--- src/design/matrix_multiply_engine_macros.svh ---
// Assertion macros for the matrix multiply engine.
`ifndef MATRIX_MULTIPLY_ENGINE_MACROS_SVH
`define MATRIX_MULTIPLY_ENGINE_MACROS_SVH
`ifndef SYNTH
`define MME_ASSERT_NOW(lbl, clk, rst, ante, cons) \
   lbl: assert property (@(posedge clk) disable iff (rst) (ante) |-> (cons)) \
      else $error("assertion failed");
`define MME_ASSERT_NEXT(lbl, clk, rst, ante, cons) \
   lbl: assert property (@(posedge clk) disable iff (rst) (ante) |=> (cons)) \
      else $error("assertion failed");
`else
`define MME_ASSERT_NOW(lbl, clk, rst, ante, cons)
`define MME_ASSERT_NEXT(lbl, clk, rst, ante, cons)
`endif
`endif

--- src/design/mme_pkg.sv ---
// Shared types, constants and helpers of the matrix multiply engine.
package mme_pkg;
   localparam int MAX_DIM_DEF    = 8;
   localparam int ELEM_WIDTH_DEF = 16;
   localparam int SUM_W          = 35;
   localparam int IDX_PORT_W     = 3;
   localparam int DIM_W          = 4;
   localparam int CSR_IDX_W      = 2;

   typedef enum logic [1:0] {
      ACT_WR_A    = 2'd0,
      ACT_WR_B    = 2'd1,
      ACT_COMPUTE = 2'd2,
      ACT_NOP     = 2'd3
   } action_type;

   typedef enum logic [CSR_IDX_W-1:0] {
      REG_ROW_COUNT   = 2'd0,
      REG_INNER_COUNT = 2'd1,
      REG_COL_COUNT   = 2'd2,
      REG_NONE        = 2'd3
   } reg_index_type;

   typedef enum logic [1:0] {
      ST_IDLE,
      ST_MAC,
      ST_FLUSH,
      ST_DRAIN
   } state_type;

   typedef struct packed {
      logic                  clear;
      logic                  mul_en;
      logic                  acc_en;
      logic                  load;
      logic                  shift;
      logic [IDX_PORT_W-1:0] sel;
   } cell_ctrl_type;

   typedef struct packed {
      logic                  we;
      logic [IDX_PORT_W-1:0] row;
      logic [IDX_PORT_W-1:0] col;
   } bwrite_type;

   // dimension minus one, with 0 taken as 1 and anything above the maximum as the maximum
   function automatic logic [IDX_PORT_W-1:0] clamp_dm1(input logic [DIM_W-1:0] d,
                                                      input int maxd);
      logic [DIM_W-1:0] r;
      begin
         if (d == '0) begin
            r = '0;
         end else if (d > DIM_W'(maxd)) begin
            r = DIM_W'(maxd - 1);
         end else begin
            r = d - DIM_W'(1);
         end
         return r[IDX_PORT_W-1:0];
      end
   endfunction
endpackage

--- src/design/mme_cell.sv ---
// One column cell: holds a column of B, accumulates one C element, shifts results out.
module mme_cell import mme_pkg::*; #(
   parameter int ELEM_WIDTH = ELEM_WIDTH_DEF,
   parameter int MAX_DIM    = MAX_DIM_DEF,
   parameter int COL        = 0
) (
   input  logic                         clock,
   input  logic                         reset,
   input  cell_ctrl_type                ctrl,
   input  bwrite_type                   bw,
   input  logic signed [ELEM_WIDTH-1:0] b_value,
   input  logic signed [ELEM_WIDTH-1:0] a_value,
   input  logic signed [SUM_W-1:0]      chain_in,
   output logic signed [SUM_W-1:0]      chain_out
);
   localparam int IDX_W = (MAX_DIM > 1) ? $clog2(MAX_DIM) : 1;
   localparam int NB    = 1 << IDX_W;

   logic signed [ELEM_WIDTH-1:0]   b_ff [NB];
   logic signed [SUM_W-1:0]        prod_ff, acc_ff, out_ff;
   logic signed [2*ELEM_WIDTH-1:0] prod_full;
   logic                           hit;

   assign hit       = bw.we && (bw.col == IDX_PORT_W'(COL));
   assign prod_full = a_value * b_ff[ctrl.sel[IDX_W-1:0]];

   always_ff @(posedge clock) begin
      if (reset) begin
         for (int r = 0; r < NB; r++) begin
            b_ff[r] <= '0;
         end
      end else if (hit) begin
         b_ff[bw.row[IDX_W-1:0]] <= b_value;
      end
   end

   always_ff @(posedge clock) begin
      if (ctrl.mul_en) begin
         prod_ff <= SUM_W'(prod_full);
      end
      if (ctrl.clear) begin
         acc_ff <= '0;
      end else if (ctrl.acc_en) begin
         acc_ff <= acc_ff + prod_ff;
      end
      if (ctrl.load) begin
         out_ff <= acc_ff;
      end else if (ctrl.shift) begin
         out_ff <= chain_in;
      end
   end

   assign chain_out = out_ff;
endmodule

--- config.mk ---
export PLATFORM = sky130hd
export DESIGN_NAME = mme_cell
export DESIGN_NICKNAME = d
export VERILOG_FILES = /design/src/design/matrix_multiply_engine_macros.svh /design/src/design/mme_pkg.sv /design/src/design/mme_cell.sv
export SDC_FILE = /design/constraint.sdc
export NUM_CORES = 1
export LEC_CHECK = 0
export BUFFER_PORTS_ARGS = -buffer_cell sky130_fd_sc_hd__buf_2
export CORE_MARGIN = 2
export CORE_UTILIZATION = 57
export DETAILED_ROUTE_END_ITERATION = 8
export PLACE_DENSITY = 0.84
export SLEW_MARGIN = 20
export SYNTH_ARGS = -nofsm -noshare
export SYNTH_HDL_FRONTEND = slang
export SYNTH_SLANG_ARGS = --single-unit
--- constraint.sdc ---
create_clock -name clock -period 8.42 [get_ports clock]
set_clock_uncertainty 0.2 [all_clocks]
set_input_delay 1.684 -clock clock [delete_from_list [all_inputs] [get_ports clock]]
set_output_delay 1.684 -clock clock [all_outputs]
set_load 0.005 [all_outputs]
==> metrics.md <==
| Metric | Value |
|---|---|
| Fin crit share | `between 90% and 100%` |
| Place WS | `-0.2940 ns` |
| Largest net degree at the start of global routing | `between 40 and 50` |
| Relative slew slack | `a little under a third` |
| CTS sink cnt | `230` |
| Cell family with most CP delay | `adder cells` |
| H-tree depth | `1` |
| Synth warnings | `0` |
| Max stage delay on crit path | `~0.56 ns` |
| Num CTS Buffers | `26` |
| TNS Setup | `0 ns` |
| Most used flip-flop cell after synthesis | `edfxtp_1` |
| GP Congestion | `approximately 0.9` |
| Die area | `38480 um2` |
| Slowest-stage cell, CP | `fa_1` |
| # IOs | `~120` |
| Critical Path RT | `about 8.5 ns` |
| Synth top area share | `between 20% and 30%` |
| Critical path buffer and inverter count | `7` |
| Hold depth | `2` |
| Worst-margin pin slew | `approximately 1.0 ns` |
| Commonest cells after routing, fill and taps aside | `324 x inv_1, 263 x fa_1, 195 x edfxtp_1, 173 x and2_1, 135 x nand2_1` |
| Share of cells above drive strength 1 | `between 10% and 20%` |
| Worst R2R Path Depth | `24` |
| Hold Slack | `~0.30 ns` |
| Reg-to-reg endpoint | `prod_ff[29]$_DFFE_PP_` |
| R2R setup slack | `1.41 ns` |
| Die H | `about 200 um` |
| Worst path arrival time | `approximately 8.2 ns` |
| First-pass GRT wire length | `about 75000 um` |
| Most common cell after layout, fill and taps aside | `inv_1` |
| RSZ-0062 raised after global routing | `false` |
| Core ar. | `36520 um2` |
| Worst-Skew Late Latency | `between 0.5 and 0.6 ns` |
| Placed Cells | `around 2500` |
| Sequential area share after synthesis | `a little under a third` |
| First-pass DRT Iterations | `6` |
| Number of remaining DRC errors | `0` |
| P&R area growth vs syn | `11.74%` |
| Rows | `70` |
| Crit path kind | `in2reg` |
| Outcome | `finished clean` |
| Final net count | `2537` |
| DR WL/cell | `roughly 18 um` |
| Top post-synthesis cells by area | `edfxtp_1 28%, fa_1 25%, ha_1 6.9%, inv_1 5.8%, and2_1 5.1%` |
| Initial antenna violation count | `7` |
| Max-Cap Viols | `0` |
| Count of cell types in the netlist | `62` |
| Final cell count without fillers | `~2600` |
| Setup-failing EPs final | `0` |
| Antenna-violating nets left | `0` |
| DR vias/cell | `5.518` |
| GRT Util Overall | `between 20% and 30%` |
| Dominant cell type by area after synthesis | `edfxtp_1` |
| FMAX | `0.1228 GHz` |
| Hold Crit Class | `reg2reg` |
| HPWL after DPL | `around 35000 um` |
| FFs w/ async S/R, synth | `0%` |
| CTS tree | `done` |
| Syn Nets | `around 2400` |
| DRT iter0 DRCs | `930` |
| HP Start | `acc_ff[5]$_SDFFE_PP0P_` |
| Routed WL | `roughly 45000 um` |
| Final hold vios | `0` |
| Period minus WS final | `~8.1 ns` |
| Number of flops mapped to enable cells by yosys | `~200` |
| Hold path endpoint | `acc_ff[5]$_SDFFE_PP0P_` |
| Worst Path Max Fanout | `13` |
| Hold Buf Count CTS | `0` |
| Cell mode on critical path | `fa_1` |
| Synth Instances | `1920` |
| GRT overflow | `0` |
| R2R Path Start | `b_ff[7][11]$_SDFFCE_PN0P_` |
| Critical Path Start Type | `input port` |
| Syn avg cell area | `10.96 um2` |
| Root buffer cell | `clkbuf_16` |
| Port Buffers | `~120` |
| Setup crit end kind | `flip-flop` |
| Bufs on Longest Clock Path | `3` |
| Initial Util | `just under 60%` |
| Seq cells post-synth | `230` |
| Mapped Area | `approximately 21000 um2` |
| Max-slew violations | `0` |
| Vias in the first global route | `between 15000 and 20000` |
| Via count | `about 14000` |
| Setup WS post-layout | `around 0.28 ns` |
| DIE WIDTH | `just under 200 um` |
| Clk slew on worst S/H paths | `about 0.06 ns` |
## tightest hold or removal path, delay by kind of cell, from the launching register on
family	cells	cell delay, ns
flip-flops	1	0.33
AND/OR/NAND/NOR	1	0.07
AO/OA/AOI/OAI	1	0.05
## per-stage QoR
step                util, %  area, um2
CTS                   64.29      23480
global placement      61.99      22640
global route          64.37      23510
finish                64.39      23520
floorplan                 -      21150
detailed placement    61.99      22640
## routing by layer
layer	share of wire (%)	global-route usage, %
met3	6.5	4.160
met4	2.9	7.492
met5	0.11	0
met2	50	44.05
met1	40	30.60
## synth_stat cells (31+ instances only)
library cell and instances:
edfxtp_1 195, dfxtp_1 35, fa_1 263, inv_1 324
nand2_1 135, a21oi_1 52, and2_1 173, xnor2_1 45
nor2b_1 83, clkbuf_1 58, mux2_2 44, nand2b_1 36
ha_1 116, mux2i_1 31, mux4_2 32, nor2_1 74
## logic make-up (layout without fill, tap and decap cells)
kind of cell	count (synthesis)	after routing	share of synthesized area, %
muxes	107	107	7.253
and+or+nand+nor	577	577	14.63
DFF	230	230	31.15
other	0	3	0
xor gates and xnor gates	62	62	2.580
buffers and inverters	392	564	7.015
adders and majority gates	379	379	31.91
AOI/OAI and AO/OA	173	173	5.458
## state kept, by name, summed over array words and instances (netlist names)
| signal | flops |
|---|---|
| prod_ff | 32 |
| acc_ff | 35 |
| b_ff | 128 |
| chain_out | 35 |
## cell type report
cell class                      count  area [um2]
Fill cell                        2705       13010
Antenna cell                        3       7.507
Inverter                          325        1220
Clock inverter                     11       93.84
Tap cell                          468       585.6
Multi-Input combinational cell   1298       13090
Sequential cell                   230        6556
Clock buffer                       35       747.0
Timing Repair Buffer              193        1219
## worst max-delay path by stage
stage          startpoint  depth (start not counted)                    end
6_report          ctrl[0]                         26  prod_ff[29]$_DFFE_PP_
5_1_grt           ctrl[0]                         27  prod_ff[30]$_DFFE_PP_
4_1_cts           ctrl[0]                         28  prod_ff[30]$_DFFE_PP_
3_5_place_dp      ctrl[0]                         28  prod_ff[30]$_DFFE_PP_
3_3_place_gp      ctrl[0]                         26  prod_ff[31]$_DFFE_PP_
2_1_floorplan     ctrl[0]                         27  prod_ff[30]$_DFFE_PP_
## repair_timing
item / CTS / global route
resized for setup: 0 / 4
endpoints found under the setup margin: 0 / 4
setup buffers: 0 / 1
Power is not shown: default switching activity piles up to over one toggle a cycle in this logic, so the estimate is an artifact.
