## src/design/matrix_multiply_engine_macros.svh

```systemverilog
// Assertion macros for the matrix multiply engine.
`ifndef MATRIX_MULTIPLY_ENGINE_MACROS_SVH
`define MATRIX_MULTIPLY_ENGINE_MACROS_SVH
`ifndef SYNTH
`define MME_ASSERT_NOW(lbl, clk, rst, ante, cons) \
   lbl: assert property (@(posedge clk) disable iff (rst) (ante) |-> (cons)) \
      else $error("assertion failed");
`define MME_ASSERT_NEXT(lbl, clk, rst, ante, cons) \
   lbl: assert property (@(posedge clk) disable iff (rst) (ante) |=> (cons)) \
      else $error("assertion failed");
`else
`define MME_ASSERT_NOW(lbl, clk, rst, ante, cons)
`define MME_ASSERT_NEXT(lbl, clk, rst, ante, cons)
`endif
`endif

```

## src/design/mme_ram.sv

```systemverilog
// Generic single-write, single-read RAM with registered read data.
module mme_ram #(
   parameter int WIDTH = 16,
   parameter int DEPTH = 64
) (
   input  logic                     clock,
   input  logic                     wr_en,
   input  logic [$clog2(DEPTH)-1:0] wr_addr,
   input  logic [WIDTH-1:0]         wr_data,
   input  logic [$clog2(DEPTH)-1:0] rd_addr,
   output logic [WIDTH-1:0]         rd_data
);
   logic [WIDTH-1:0] mem_ff [DEPTH];
   logic [WIDTH-1:0] rd_ff;

   always_ff @(posedge clock) begin
      if (wr_en) begin
         mem_ff[wr_addr] <= wr_data;
      end
      rd_ff <= mem_ff[rd_addr];
   end

   assign rd_data = rd_ff;
endmodule

```

## config.mk

```make
export PLATFORM = sky130hd
export DESIGN_NAME = mme_ram
export DESIGN_NICKNAME = d
export VERILOG_FILES = /design/src/design/matrix_multiply_engine_macros.svh /design/src/design/mme_ram.sv
export SDC_FILE = /design/constraint.sdc
export NUM_CORES = 1
export LEC_CHECK = 0
export BUFFER_PORTS_ARGS = -buffer_cell sky130_fd_sc_hd__buf_2
export CAP_MARGIN = 10
export CORE_AREA = 2 2 425 216
export CTS_BUF_LIST = sky130_fd_sc_hd__clkbuf_8 sky130_fd_sc_hd__clkbuf_16
export DETAILED_ROUTE_END_ITERATION = 10
export DIE_AREA = 0 0 427 218
export PLACE_DENSITY = 0.59
export SYNTH_ARGS = -nofsm -noshare
export SYNTH_HDL_FRONTEND = slang
export SYNTH_SLANG_ARGS = --single-unit
```

## constraint.sdc

```tcl
create_clock -name clock -period 5.85 [get_ports clock]
set_input_delay 0.585 -clock clock [delete_from_list [all_inputs] [get_ports clock]]
set_output_delay 0.585 -clock clock [all_outputs]
set_load 0.1 [all_outputs]
```

==> results of run 1 <==
area by class of cell:
cell class                 count  area, um2  share of cell area (%)
antenna                        1       2.50                 0.00559
clock inverter                72        594                    1.33
timing repair buffer         143       1040                    2.32
tap                         1200       1500                    3.36
clock buffer                  91       2270                    5.07
multi-input combinational    685       8260                    18.5
sequential                  1040      31100                    69.5
worst max-delay path, cell delays in order:
cell and delay (ps):
buf_8 600, buf_12 500, mux4_2 580, mux2_2 280, nand2_1 90, nand4_1 530
and4_1 390
power groups by stage:
| stage | registers (uW) | clock network [uW] | logic (uW) |
|---|---|---|---|
| after CTS | 8270 | 6030 | 896 |
| after floorplan | 8530 | 0 | 427 |
| after global placement | 8440 | 0 | 881 |
| final | 8270 | 5920 | 893 |
| after detailed placement | 8440 | 0 | 894 |
| after global routing | 8270 | 6310 | 938 |
layout by cell type (no fill, tap or decap), types with 8 or more instances in the layout:
cell type / count
dfxtp_1: 16
buf_4: 94
a22oi_1: 39
edfxtp_1: 1024
a211o_1: 8
a311oi_1: 8
a211oi_1: 8
nand2_1: 59
a221oi_1: 16
clkinv_2: 18
a31oi_1: 8
nor2b_1: 27
buf_2: 42
mux4_2: 220
bufinv_16: 10
nand3_1: 24
clkinv_1: 13
a21oi_1: 17
nand4_1: 12
mux2i_1: 85
clkbuf_16: 90
inv_1: 24
mux2_2: 27
nor2_1: 69
stage by stage:
step                util, %  hold slack, ps  power, uW
floorplan                 -             684       8960
global placement       46.7             858       9320
detailed placement     46.7             886       9330
CTS                    49.9             389      15200
global route           49.9             436      15500
finish                 49.9             436      15100
routing by layer:
metal	share of wire [%]	up-vias	track usage [%]
met5	0.021	-	0
met4	1.8	4	4.86
met3	10	133	4.86
met2	41	994	30.1
met1	47	10400	36.9
li1	-	7940	-
final timing paths:
path,start,end
max reg2reg,mem_ff[31][1],rd_data[1]
min,wr_addr[2],mem_ff[55][6]
min reg2reg,mem_ff[37][4],rd_data[4]
max,rd_addr[0],rd_data[14]
cells in the mapped netlist:
library cell	n	share of area, %
clkbuf_1	24	0.22
and2_1	2	0.031
nor4_2	3	0.094
dfxtp_1	16	0.80
buf_12	5	0.25
mux2_2	27	0.76
buf_2	36	0.45
a221oi_1	16	0.35
or3b_2	1	0.022
and4_1	5	0.11
clkbuf_4	1	0.019
a22oi_1	39	0.73
buf_6	17	0.48
nand2_1	59	0.55
a311oi_1	8	0.17
buf_4	13	0.24
mux4_1	4	0.26
mux2i_1	85	2.1
or3_1	1	0.016
nand3_1	24	0.30
nand2_4	1	0.028
nor2_1	72	0.67
nor2b_1	30	0.47
nand2b_1	3	0.047
a221o_1	6	0.15
buf_1	3	0.028
a211o_1	8	0.17
nand4b_1	1	0.022
a31oi_1	8	0.12
mux4_2	220	12
o21ai_0	5	0.062
nor3_1	2	0.025
a211oi_1	8	0.15
o21ai_1	3	0.037
nor2_2	2	0.031
nand4_1	12	0.19
a41oi_1	5	0.11
nand3b_1	2	0.037
buf_8	3	0.11
edfxtp_1	1024	77
a21oi_1	17	0.21
a22o_1	6	0.13
clkbuf_2	2	0.025
state kept, by name, summed over array words and instances, names as in the netlist:
signal,flops
mem_ff,1024
rd_data,16
cell families after synthesis:
family,count (synthesis),synth area share [%]
AO/OA/AOI/OAI,129,2.41
flip-flops,1040,77.6
buffers and inverters,104,1.83
multiplexers,336,15.5
AND/OR/NAND/NOR,220,2.65
==> qor.yml, run 1 <==
status: "completed"
final_area_mm2: 0.0447
setup_tns_ps: 0
pwr-share-comb_pct: 5.9
synth.distinct_cells: 43
grt_max_degree: 91
ios: 46
ys_seq_area_share_pct: 77.6
area_delta_synth_final_pct: 11.7
reg2reg_depth: 5
num_rows: 78
drv_slew: 0
rsz0062_at_grt: "no"
grt_antenna_before_repair: 11
p_seq_share_pct: 54.8
crit_type: "in2reg"
peakVddDrop_uv: 255
syn_area_per_cell_um2: 21.9
grt_pass1_wl_um: 145000
cts_buffers: 88
design.core.area_mm2: 0.0896
drive_above_1_share_pct: 26.1
fin_nets: 1988
hold_viol_final: 0
netlist_instances: 1829
cts.sinks: 1040
slew_headroom_pct: 31.5
fmax_mhz: 309
htreeDepth: 3
gp_congestion: 0.846
finClkSkew_ps: 22.5
p_int_uw: 11800
cts_resized: 0
die_area_mm2: 0.0931
tritoncts: "done"
switchingPower_uw: 3320
p_leak_uw: 0.0141
p_sw_share_pct: 22.0
max_cap_violations: 0
worstPathMaxFanout: 72
initial_core_util_pct: 44.7
syn_nets: 1859
synth-seq-cells: 1040
die_w_um: 427
hold_buffers: 0
post-route-period-util_pct: 55.4
postRouteAntennaNets: 0
critPathLaunchType: "input pin"
io_buffers: 45
via_count: 19500
dp_cells: 3068
drtIter0Drc: 2841
place_area_mm2: 0.0419
wl_per_cell_um: 31.7
grt_pass1_vias: 19000
endpoint_kind: "register"
wirelength_um: 102000
fp.dieH_um: 218
setup_slack_ps: 2610
tightestPinTransition_ps: 1030
clk_latency_ps: 690
power_density_mw_per_mm2: 337
clkPwrFrac_pct: 39.3
yosysWarnings: 0
hpwlAfterDp_um: 61700
cp.required_ps: 6420
min_path_cells: 3
overflow: 0
clockBufferDepth: 3
finalCriticalPeriod_ps: 3240
synthesis.area_mm2: 0.0400
holdCritPathClass: "in2reg"
root_buffer: "clkbuf_16"
path_clk_slew_ps: 70
grt_usage_pct: 22.4
crit_arrival_ps: 3810
r2r_slack_ps: 3590
finalNonFillerCells: 3232
post_cts_buffers: 0
via_per_inst: 6.04
drc: 0
dr.pass1.iters: 7
fillers: 7129
setup_viol: 0
pre_cts_slack_ps: 1930
Power figures use the tool's default switching activity.
==> run 2: changes to the inputs <==
Clock period 5.85 ns to 3.3 ns, I/O delays scaled along.
==> run 2 against run 1 <==
Effect of this change:
- final area is 1.6% higher
- worst setup slack worse by 1800 ps
- worst hold slack worse by 370 ps
==> qor.yml, run 2 (synthesis results as in run 1) <==
status: "completed"
endpoint_kind: "register"
gp_congestion: 0.844
setup_tns_ps: 0
finalCriticalPeriod_ps: 2520
grt_max_degree: 66
fp.dieH_um: 218
fin_nets: 2055
worstPathMaxFanout: 36
wirelength_um: 107000
drc: 0
max_cap_violations: 0
p_leak_uw: 0.0145
post_cts_buffers: 0
peakVddDrop_uv: 383
drv_slew: 0
io_buffers: 45
reg2reg_depth: 4
cp.required_ps: 3860
layout_commonest_cell: "edfxtp_1"
tritoncts: "done"
critical_path.startpoint: "rd_addr[1]"
hold_viol_final: 0
via_per_inst: 6.04
via_count: 20000
die_area_mm2: 0.0931
design.core.area_mm2: 0.0896
setup_viol: 0
grt_usage_pct: 23.3
grt_antenna_before_repair: 11
r2r_slack_ps: 980
post-route-period-util_pct: 76.4
finClkSkew_ps: 22.3
power_density_mw_per_mm2: 595
crit_chain: "buf_6 > nor2b_1 > buf_4 > a22oi_1 > a41oi_1 > o21ai_0 > and4_1"
rsz0062_at_grt: "no"
crit_slowest_cell: "a41oi_1"
final_area_mm2: 0.0455
r2r_start: "mem_ff[23][6]"
regMostFlops: "mem_ff"
drive_above_1_share_pct: 28.2
postRouteAntennaNets: 0
overflow: 0
crit_type: "in2reg"
cts.sinks: 1040
num_rows: 78
initial_core_util_pct: 44.7
hold_buffers: 0
p_total_uw: 27100
fmax_mhz: 397
r2r_end: "rd_data[6]"
cts_buffers: 90
htreeDepth: 3
clockBufferDepth: 3
hp-start: "wr_data[14]"
cts_resized: 0
grt_pass1_vias: 19500
critPathLaunchType: "input pin"
layout_common_cells: "edfxtp_1, mux4_2, buf_4"
clk_latency_ps: 680
holdCritPathClass: "in2reg"
ios: 46
crit_arrival_ps: 3080
area_delta_synth_final_pct: 13.6
dr.pass1.iters: 5
wl_per_cell_um: 32.2
timing.critical_path.to: "rd_data[2]"
multi_input_area_mm2: 0.00825
slew_headroom_pct: 16.8
root_buffer: "clkbuf_16"
grt_pass1_wl_um: 150000
tightestPinTransition_ps: 1250
hpwlAfterDp_um: 66700
place_area_mm2: 0.0425
max_stage_delay_ps: 580
largest_reg_flops: 1024
drtIter0Drc: 2774
seq_area_mm2: 0.0311
path_clk_slew_ps: 70
fillers: 7027
die_w_um: 427
[run 2: cell count changes in the layout (fill, tap and decap cells not counted), moves of 6 or more]
cell      delta
buf_4       +53
buf_12      +12
diode_2     +10
clkinv_2     -6
[run 2: where the power goes]
group          internal, uW  total (uW)  switching, uW
clock                  5960       10700           4730
combinational           542        1700           1160
sequential            14600       14700           48.0
[run 2: critical path, delay by kind of cell]
family	cells	cell delay, ps
simple gates	2	850
buf+inv	2	670
compound gates	3	1190
[run 2: worst min-delay path by stage]
stage,slack [ps],end,depth (start not counted)
2_1_floorplan,430,mem_ff[0][0],0
3_3_place_gp,740,mem_ff[2][14],1
5_1_grt,20,mem_ff[9][14],1
4_1_cts,20,mem_ff[3][14],1
3_5_place_dp,750,mem_ff[3][14],1
6_report,60,mem_ff[8][14],1
[run 2: area by class of cell]
type                            instances  share of cell area, %
Tap cell                             1200                   3.30
Clock buffer                           96                   5.21
Sequential cell                      1040                   68.3
Antenna cell                           11                 0.0605
Clock inverter                         68                   1.27
Timing Repair Buffer                  208                   3.68
Multi-Input combinational cell        685                   18.1
[run 2: routing by layer]
metal / part of all wire, % / up-vias / GRT usage [%]
li1: - / 8084 / -
met1: 46 / 10800 / 36.7
met2: 40 / 996 / 29.8
met3: 13 / 138 / 9.28
met4: 1.9 / 8 / 5.18
met5: 0.20 / - / 1.35
[run 2: metrics by stage]
stage | utilization (%) | hold slack (ps) | cells | setup slack, ps
2_1_floorplan | - | 429 | 1829 | 935
3_3_place_gp | 47.4 | 745 | 3133 | 369
3_5_place_dp | 47.4 | 748 | 3133 | 343
4_1_cts | 50.7 | 18.5 | 3297 | 1070
5_1_grt | 50.7 | 24.8 | 3303 | 760
6_report | 50.8 | 62.5 | 3308 | 779
